**src/rtl/core/openflow_message_deframer_core_assert.svh**
```systemverilog
// assertion macros used by the deframer top level
`ifndef OPENFLOW_MESSAGE_DEFRAMER_CORE_ASSERT_SVH
`define OPENFLOW_MESSAGE_DEFRAMER_CORE_ASSERT_SVH

// same-cycle implication, sampled on clk, off while in reset
`define OFD_ASSERT_IMPL(label, ante, cons) \
    label: assert property (@(posedge clk) disable iff (!rst_n) (ante) |-> (cons)) \
        else $error("deframer check failed: same-cycle rule");

// next-cycle implication, sampled on clk, off while in reset
`define OFD_ASSERT_NEXT(label, ante, cons) \
    label: assert property (@(posedge clk) disable iff (!rst_n) (ante) |=> (cons)) \
        else $error("deframer check failed: next-cycle rule");

`endif

```
**src/rtl/core/ofd_pkg.sv**
```systemverilog
// types and constants shared by the openflow deframer modules
package ofd_pkg;

    localparam int NUM_STREAMS = 2;

    localparam logic [15:0] HDR_MIN_LEN = 16'd8;

    localparam logic [7:0] T_HELLO     = 8'd0;
    localparam logic [7:0] T_ERROR     = 8'd1;
    localparam logic [7:0] T_STATS_REQ = 8'd16;
    localparam logic [7:0] T_STATS_REP = 8'd17;

    localparam logic [15:0] ST_FLOW = 16'd1;
    localparam logic [15:0] ST_PORT = 16'd4;

    localparam logic [2:0] CLS_GENERIC   = 3'd0;
    localparam logic [2:0] CLS_HELLO     = 3'd1;
    localparam logic [2:0] CLS_FLOW_REQ  = 3'd2;
    localparam logic [2:0] CLS_FLOW_REP  = 3'd3;
    localparam logic [2:0] CLS_PORT_REP  = 3'd4;
    localparam logic [2:0] CLS_ERROR     = 3'd5;

    // header byte positions
    localparam logic [15:0] POS_VERSION = 16'd0;
    localparam logic [15:0] POS_TYPE    = 16'd1;
    localparam logic [15:0] POS_LEN_HI  = 16'd2;
    localparam logic [15:0] POS_LEN_LO  = 16'd3;
    localparam logic [15:0] POS_SUB_HI  = 16'd8;
    localparam logic [15:0] POS_SUB_LO  = 16'd9;
    localparam logic [15:0] POS_CODE_HI = 16'd10;
    localparam logic [15:0] POS_CODE_LO = 16'd11;

    typedef struct packed {
        logic [7:0] data_byte;
        logic       direction;
    } item_t;

    typedef struct packed {
        logic        direction;
        logic [2:0]  msg_class;
        logic [15:0] msg_length;
        logic [7:0]  msg_version;
        logic [15:0] error_type;
        logic [15:0] error_code;
        logic        bad_length;
    } result_t;

    // handshake between the pipeline stages
    typedef struct packed {
        logic step;
        logic slot_free;
    } pipe_ctrl_t;

    function automatic logic [2:0] classify(input logic [7:0] typ, input logic [15:0] sub);
        logic [2:0] cls;
        begin
            cls = CLS_GENERIC;
            if (typ == T_HELLO)
                cls = CLS_HELLO;
            else if (typ == T_ERROR)
                cls = CLS_ERROR;
            else if (typ == T_STATS_REQ && sub == ST_FLOW)
                cls = CLS_FLOW_REQ;
            else if (typ == T_STATS_REP && sub == ST_FLOW)
                cls = CLS_FLOW_REP;
            else if (typ == T_STATS_REP && sub == ST_PORT)
                cls = CLS_PORT_REP;
            return cls;
        end
    endfunction

endpackage

```
**src/rtl/core/ofd_in_stage.sv**
```systemverilog
// input register of the deframer pipeline
module ofd_in_stage
(
    input  logic               clk,
    input  logic               rst_n,
    input  logic               in_valid,
    output logic               in_ready,
    input  logic [7:0]         data_byte,
    input  logic               direction,
    input  ofd_pkg::pipe_ctrl_t ctrl,
    output logic               item_valid,
    output ofd_pkg::item_t     item
);

    logic           valid_reg;
    logic           valid_next;
    ofd_pkg::item_t item_reg;

    assign in_ready = !valid_reg || ctrl.step;

    always_comb
    begin
        valid_next = valid_reg;
        if (in_valid && in_ready)
            valid_next = 1'b1;
        else if (ctrl.step)
            valid_next = 1'b0;
    end

    always_ff @(posedge clk or negedge rst_n)
    begin
        if (!rst_n)
            valid_reg <= 1'b0;
        else
            valid_reg <= valid_next;
    end

    always_ff @(posedge clk)
    begin
        if (in_valid && in_ready)
        begin
            item_reg.data_byte <= data_byte;
            item_reg.direction <= direction;
        end
    end

    assign item_valid = valid_reg;
    assign item       = item_reg;

endmodule

```
**src/rtl/core/ofd_framer.sv**
```systemverilog
// per-stream message position, header capture and classification
module ofd_framer
(
    input  logic               clk,
    input  logic               rst_n,
    input  ofd_pkg::pipe_ctrl_t ctrl,
    input  ofd_pkg::item_t     item,
    output logic               res_valid,
    output ofd_pkg::result_t   res
);

    logic [15:0] pos_reg  [ofd_pkg::NUM_STREAMS];
    logic [15:0] len_reg  [ofd_pkg::NUM_STREAMS];
    logic [7:0]  typ_reg  [ofd_pkg::NUM_STREAMS];
    logic [7:0]  ver_reg  [ofd_pkg::NUM_STREAMS];
    logic [15:0] sub_reg  [ofd_pkg::NUM_STREAMS];
    logic [15:0] code_reg [ofd_pkg::NUM_STREAMS];

    logic        stream_ok;
    logic        update;
    logic [15:0] pos;
    logic        first;
    logic [15:0] len_base;
    logic [7:0]  typ_base;
    logic [7:0]  ver_base;
    logic [15:0] sub_base;
    logic [15:0] code_base;
    logic [15:0] pos_next;
    logic [15:0] len_next;
    logic [7:0]  typ_next;
    logic [7:0]  ver_next;
    logic [15:0] sub_next;
    logic [15:0] code_next;
    logic        bad;
    logic [15:0] eff;
    logic        last;
    logic [2:0]  cls;

    assign stream_ok = (32'(item.direction) < ofd_pkg::NUM_STREAMS);
    assign update    = ctrl.step && stream_ok;

    always_comb
    begin
        pos   = pos_reg[item.direction];
        first = (pos == ofd_pkg::POS_VERSION);

        // fields clear at the start of each message
        len_base  = first ? 16'd0 : len_reg[item.direction];
        typ_base  = first ? 8'd0  : typ_reg[item.direction];
        ver_base  = first ? 8'd0  : ver_reg[item.direction];
        sub_base  = first ? 16'd0 : sub_reg[item.direction];
        code_base = first ? 16'd0 : code_reg[item.direction];

        ver_next  = (pos == ofd_pkg::POS_VERSION) ? item.data_byte : ver_base;
        typ_next  = (pos == ofd_pkg::POS_TYPE) ? item.data_byte : typ_base;
        len_next  = len_base;
        sub_next  = sub_base;
        code_next = code_base;
        case (pos)
            ofd_pkg::POS_LEN_HI:  len_next  = {item.data_byte, len_base[7:0]};
            ofd_pkg::POS_LEN_LO:  len_next  = {len_base[15:8], item.data_byte};
            ofd_pkg::POS_SUB_HI:  sub_next  = {item.data_byte, sub_base[7:0]};
            ofd_pkg::POS_SUB_LO:  sub_next  = {sub_base[15:8], item.data_byte};
            ofd_pkg::POS_CODE_HI: code_next = {item.data_byte, code_base[7:0]};
            ofd_pkg::POS_CODE_LO: code_next = {code_base[15:8], item.data_byte};
            default: ;
        endcase

        // short length field is framed as a bare header
        bad  = (len_next < ofd_pkg::HDR_MIN_LEN);
        eff  = bad ? ofd_pkg::HDR_MIN_LEN : len_next;
        last = (({1'b0, pos} + 17'd1) >= {1'b0, eff});

        pos_next = last ? 16'd0 : pos + 16'd1;
        cls      = ofd_pkg::classify(typ_next, sub_next);
    end

    always_ff @(posedge clk or negedge rst_n)
    begin
        if (!rst_n)
        begin
            for (int i = 0; i < ofd_pkg::NUM_STREAMS; i++)
            begin
                pos_reg[i]  <= 16'd0;
                len_reg[i]  <= 16'd0;
                typ_reg[i]  <= 8'd0;
                ver_reg[i]  <= 8'd0;
                sub_reg[i]  <= 16'd0;
                code_reg[i] <= 16'd0;
            end
        end
        else if (update)
        begin
            pos_reg[item.direction]  <= pos_next;
            len_reg[item.direction]  <= len_next;
            typ_reg[item.direction]  <= typ_next;
            ver_reg[item.direction]  <= ver_next;
            sub_reg[item.direction]  <= sub_next;
            code_reg[item.direction] <= code_next;
        end
    end

    assign res_valid       = update && last;
    assign res.direction   = item.direction;
    assign res.msg_class   = cls;
    assign res.msg_length  = eff;
    assign res.msg_version = ver_next;
    assign res.error_type  = (cls == ofd_pkg::CLS_ERROR) ? sub_next : 16'd0;
    assign res.error_code  = (cls == ofd_pkg::CLS_ERROR) ? code_next : 16'd0;
    assign res.bad_length  = bad;

endmodule

```
**src/rtl/core/ofd_out_stage.sv**
```systemverilog
// result register of the deframer pipeline
module ofd_out_stage
(
    input  logic             clk,
    input  logic             rst_n,
    input  logic             res_valid,
    input  ofd_pkg::result_t res,
    input  logic             out_ready,
    output logic             out_valid,
    output logic             slot_free,
    output ofd_pkg::result_t result
);

    logic             valid_reg;
    logic             valid_next;
    ofd_pkg::result_t result_reg;

    // the slot can be refilled in the cycle it drains
    assign slot_free = !valid_reg || out_ready;

    always_comb
    begin
        valid_next = valid_reg;
        if (res_valid)
            valid_next = 1'b1;
        else if (out_ready)
            valid_next = 1'b0;
    end

    always_ff @(posedge clk or negedge rst_n)
    begin
        if (!rst_n)
            valid_reg <= 1'b0;
        else
            valid_reg <= valid_next;
    end

    always_ff @(posedge clk)
    begin
        if (res_valid)
            result_reg <= res;
    end

    assign out_valid = valid_reg;
    assign result    = result_reg;

endmodule

```
**src/rtl/core/openflow_message_deframer_core.sv**
```systemverilog
// top level of the openflow message deframer
//
// channel   signals                          role
// input     in_valid/in_ready, data_byte,    one payload byte, tagged with its stream
//           direction
// output    out_valid/out_ready, out_*,      one item per completed message
//           msg_*, error_*, bad_length
//
// one byte is taken every cycle while the result register can drain; out_valid rises
// once the last byte has passed the input register and then the result register
// the rate is set by the single pass from the input register through the
// per-stream state update into the result register
// reset clears every stream to message start with all captured fields zero
// a stalled result holds every byte in the input register, whether or not that byte
// ends a message; bytes move again in the cycle the result register drains
`include "openflow_message_deframer_core_assert.svh"

module openflow_message_deframer_core
(
    input  logic        clk,
    input  logic        rst_n,
    input  logic        in_valid,
    output logic        in_ready,
    input  logic [7:0]  data_byte,
    input  logic        direction,
    output logic        out_valid,
    input  logic        out_ready,
    output logic        out_direction,
    output logic [2:0]  msg_class,
    output logic [15:0] msg_length,
    output logic [7:0]  msg_version,
    output logic [15:0] error_type,
    output logic [15:0] error_code,
    output logic        bad_length
);

    ofd_pkg::pipe_ctrl_t ctrl;
    ofd_pkg::item_t      item;
    ofd_pkg::result_t    res;
    ofd_pkg::result_t    result;
    logic                item_valid;
    logic                res_valid;
    logic                slot_free;
    logic                res_pending;

    // a byte moves on only when its result, if any, has somewhere to go
    always_comb
    begin
        res_pending    = 1'b0;
        ctrl.slot_free = slot_free;
        ctrl.step      = item_valid && slot_free;
    end

    ofd_in_stage u_in_stage
    (
        .clk        (clk),
        .rst_n      (rst_n),
        .in_valid   (in_valid),
        .in_ready   (in_ready),
        .data_byte  (data_byte),
        .direction  (direction),
        .ctrl       (ctrl),
        .item_valid (item_valid),
        .item       (item)
    );

    // per-stream framing state and header capture
    ofd_framer u_framer
    (
        .clk       (clk),
        .rst_n     (rst_n),
        .ctrl      (ctrl),
        .item      (item),
        .res_valid (res_valid),
        .res       (res)
    );

    ofd_out_stage u_out_stage
    (
        .clk       (clk),
        .rst_n     (rst_n),
        .res_valid (res_valid || res_pending),
        .res       (res),
        .out_ready (out_ready),
        .out_valid (out_valid),
        .slot_free (slot_free),
        .result    (result)
    );

    assign out_direction = result.direction;
    assign msg_class     = result.msg_class;
    assign msg_length    = result.msg_length;
    assign msg_version   = result.msg_version;
    assign error_type    = result.error_type;
    assign error_code    = result.error_code;
    assign bad_length    = result.bad_length;

    // a short header length is always reported as a bare header
    `OFD_ASSERT_IMPL(a_bad_len_is_min, out_valid && bad_length, msg_length == ofd_pkg::HDR_MIN_LEN)
    // error words only travel with an error message
    `OFD_ASSERT_IMPL(a_err_words_zero, out_valid && (msg_class != ofd_pkg::CLS_ERROR),
                     (error_type == 16'd0) && (error_code == 16'd0))
    // a held byte stays in the input register until it moves on
    `OFD_ASSERT_NEXT(a_item_held, item_valid && !ctrl.step, item_valid)
    // a result is never loaded while the slot is full and not draining
    `OFD_ASSERT_IMPL(a_no_overwrite, res_valid, slot_free)

endmodule
```
**config.mk**
```make
export PLATFORM = sky130hd
export DESIGN_NAME = openflow_message_deframer_core
export DESIGN_NICKNAME = d
export VERILOG_FILES = /design/src/rtl/core/ofd_pkg.sv /design/src/rtl/core/ofd_in_stage.sv /design/src/rtl/core/ofd_framer.sv /design/src/rtl/core/ofd_out_stage.sv /design/src/rtl/core/openflow_message_deframer_core.sv
export VERILOG_INCLUDE_DIRS = /design/src /design/src/rtl/core
export SDC_FILE = /design/constraint.sdc
export NUM_CORES = 1
export LEC_CHECK = 0
export ABC_AREA = 1
export ABC_CLOCK_PERIOD_IN_PS = 5850
export BUFFER_PORTS_ARGS = -buffer_cell sky130_fd_sc_hd__buf_2
export CORE_UTILIZATION = 32
export CTS_BUF_LIST = sky130_fd_sc_hd__clkbuf_4 sky130_fd_sc_hd__clkbuf_8 sky130_fd_sc_hd__clkbuf_16
export DETAILED_ROUTE_END_ITERATION = 16
export HOLD_SLACK_MARGIN = 0.02
export PLACE_DENSITY_LB_ADDON = 0.1
export SYNTH_ARGS = -nofsm -noshare
export SYNTH_HDL_FRONTEND = slang
export SYNTH_SLANG_ARGS = --single-unit
```
**constraint.sdc**
```tcl
create_clock -name clk -period 5.85 [get_ports clk]
set_input_delay 0.2925 -clock clk [delete_from_list [all_inputs] [get_ports clk]]
set_output_delay 0.2925 -clock clk [all_outputs]
set_load 0.01 [all_outputs]
```
==> reports/summary.txt <==
Avg WL per Cell: 17.2 um
CP Class: register to register
Crit path arrival time: 5.49 ns
Final wirelength: 34200 um
CP Launch Type: register
Least-Margin Pin Slew: 1.10 ns
R2r startpoint: u_in_stage.item[0]$_DFFE_PP_
CTS sink cnt: 232
Setup TNS: 0 ns
Crit path time final: 5.28 ns
Setup Buffers After CTS: 0
RSZ-0062 raised after global routing: no
Drt via density: 4.74
Power Density: 578 nW/um2
GP Congestion: 0.850
Number of synthesized register bits: 232
Root Buffer: clkbuf_16
DRC: 0
DP Wirelength: 22900 um
Post-CTS Resized: 0
Maximum root-to-sink buffer count: 3
Largest net degree at the start of global routing: 75
Filler instances: 3753
Cells after Synth: 1431
Synth cell types: 40
Sequential cell area: 6160 um2
Mean Syn Cell Area: 8.37 um2
Die X: 195 um
Leakage: 0.00619 uW
Core area: 36700 um2
CP Max Fanout: 28
Layout cells sized above 1: 0.149
DRT Pass-1 Iters: 5
Ports: 76
Total congestion overflow: 0
Worst vdd ir: 0.415 mV
Mapped Area: 12000 um2
Initial core utilization: 0.326
Final setup fails: 0
Fmax achieved: 189 MHz
Status: completed
Final Max Slew Viols: 0
Total of max-cap violations: 0
Max reg flops: 61
Die area: 38200 um2
GRT Total Usage: 0.184
Min-delay worst type: input port to asynchronous set/reset pin
CTS Buf Count: 28
Post-CTS Hold Buffers: 12
Flop pwr share: 0.352
Vias post-DR: 9416
Clock Pin Slew Worst Setup and Hold Paths: 0.06 ns
Final Cell Area: 13800 um2
Slew margin rel.: 0.265
Footprint of the multi-input gates: 4830 um2
# port buffers: 75
Final hold vios: 0
Syn Nets: 1464
Sequential share of the synthesized area: 0.514
Clock power frac: 0.228
Ys Warns: 0
Antenna violations before repair: 2
Die Height: 195 um
Nets: 1531
Net Sw Frac: 0.421
Worst setup EP type: register
CTS tree: done
Global-route wire length before repair: 54900 um
Final period utilization: 0.902
Worst setup path startpoint: u_in_stage.item[0]$_DFFE_PP_
Area Overhead vs Synth: 15.5%
Post-route ant nets: 0
Clock latency at the later pin of the worst-skew pair: 0.55 ns
Area after DPL: 12700 um2
P_int: 4630 uW
Req. time, crit path: 6.06 ns
Clock skew: 0.0123 ns
H-Tree Depth: 1
# diodes: 0
# rows: 70
First DRT Iteration DRCs: 775
Net Sw Power: 3370 uW
Vias in the first global route: 9393
Combinational share of power: 0.421
synthesized netlist by cell type (all sizes together):
master	count	share of area
clkbuf	42	0.013
buf	25	0.017
inv	174	0.055
o31ai	2	0.0024
o21ai	227	0.096
a211oi	2	0.0013
dfrtp	162	0.34
nor3	2	0.00084
xor2	11	0.0080
nand3	43	0.021
mux2i	6	0.0050
or2	1	0.00052
nand2	441	0.15
ha	20	0.021
nand4	32	0.017
nor2	126	0.058
edfxtp	70	0.18
o22ai	16	0.0084
and2	11	0.0057
o2111ai	4	0.0029
a21oi	14	0.0062
metrics by stage:
step / setup slack [ns] / power, uW / cells / hold WS, ns / util
detailed placement: 0.509 / 6250 / 1924 / 0.325 / 0.347
CTS: 0.481 / 8140 / 1988 / 0.306 / 0.377
finish: 0.570 / 8000 / 1988 / 0.300 / 0.377
global route: 0.0755 / 8660 / 1988 / 0.340 / 0.377
floorplan: 0.617 / 5120 / 1431 / -0.00309 / -
global placement: 0.574 / 6230 / 1924 / 0.328 / 0.347
cell type report:
type	instances	share of cell area
Clock buffer	33	0.0534
Clock inverter	19	0.0160
Inverter	174	0.0472
Multi-Input combinational cell	958	0.349
Sequential cell	232	0.445
Tap cell	468	0.0423
Timing Repair Buffer	104	0.0464
final timing paths:
path	slack, ns	to	cells past startpoint
worst max-delay path	0.57	u_out_stage.result[52]$_DFFE_PP_	27
worst min-delay path	0.30	u_framer.code_reg[4]$_DFFE_PN0P_	2
worst max register to register	0.57	u_out_stage.result[52]$_DFFE_PP_	27
worst min register to register	0.48	u_framer.code_reg[5]$_DFFE_PN0P_	2
max in group asynchronous	4.31	u_framer.typ_reg[5]$_DFFE_PN0P_	3
min in group clk	0.45	u_in_stage.item[6]$_DFFE_PP_	2
kinds of logic after synthesis:
logic type | count (synthesis) | synth area share
simple gates | 656 | 0.250
compound gates | 265 | 0.117
buf+inv | 241 | 0.0846
flops | 232 | 0.514
fa+ha+maj | 20 | 0.0209
xor+xnor | 11 | 0.00805
mux | 6 | 0.00502
power groups by stage:
| stage | Sequential (uW) | Combinational (uW) | Clock (uW) |
|---|---|---|---|
| global placement | 2850 | 3380 | 0 |
| detailed placement | 2840 | 3410 | 0 |
| floorplan | 2900 | 2220 | 0 |
| finish | 2810 | 3360 | 1820 |
| global route | 2890 | 3830 | 1930 |
| CTS | 2830 | 3430 | 1880 |
layout by cell type (no fill, tap or decap), types with 6 or more instances in the layout:
master,instances
o22ai_1,16
o21ai_0,201
and2_1,11
nand2_4,6
dfrtp_1,162
buf_4,16
ha_1,20
nand4_1,31
nand3_1,37
clkbuf_16,28
buf_2,74
o21ai_1,23
edfxtp_1,70
inv_1,165
inv_2,8
nand2_2,16
nor2_4,24
clkinv_1,9
a21oi_1,12
mux2i_1,6
nor2_2,20
dlygate4sd3_1,12
nand2_1,418
xor2_1,11
nor2_1,81
layer usage:
metal	part of all wire	global-route usage	wire length, um	vias to the layer above
li1	-	-	-	4733
met1	0.48	0.259	16500	4456
met2	0.46	0.295	15600	180
met3	0.033	0.0225	1130	47
met4	0.029	0.0528	977	0
met5	0	0	0	-
worst max-delay path: stages, from the launching register on:
cell and delay (ns):
edfxtp_1 0.44, inv_2 0.09, buf_4 0.35, nand2_1 0.08, nand2_1 0.12, nand2_1 0.09
inv_2 0.06, nand2_2 0.07, nor2_8 0.26, nand2_2 0.39, nand3_1 0.20, o21ai_1 0.08
buf_4 0.15, nor2_1 0.09, nand2_1 0.08, nor2_2 0.23, a21oi_1 0.11, ha_1 0.31
nand4_1 0.11, nor2_1 0.09, o21ai_0 0.08, nand2_1 0.07, nand2_1 0.04, nand2_1 0.06
a21oi_2 0.06, and2_1 0.21, nor2_4 0.50, buf_4 0.44
Note: power is estimated with default switching activity, not from simulation.
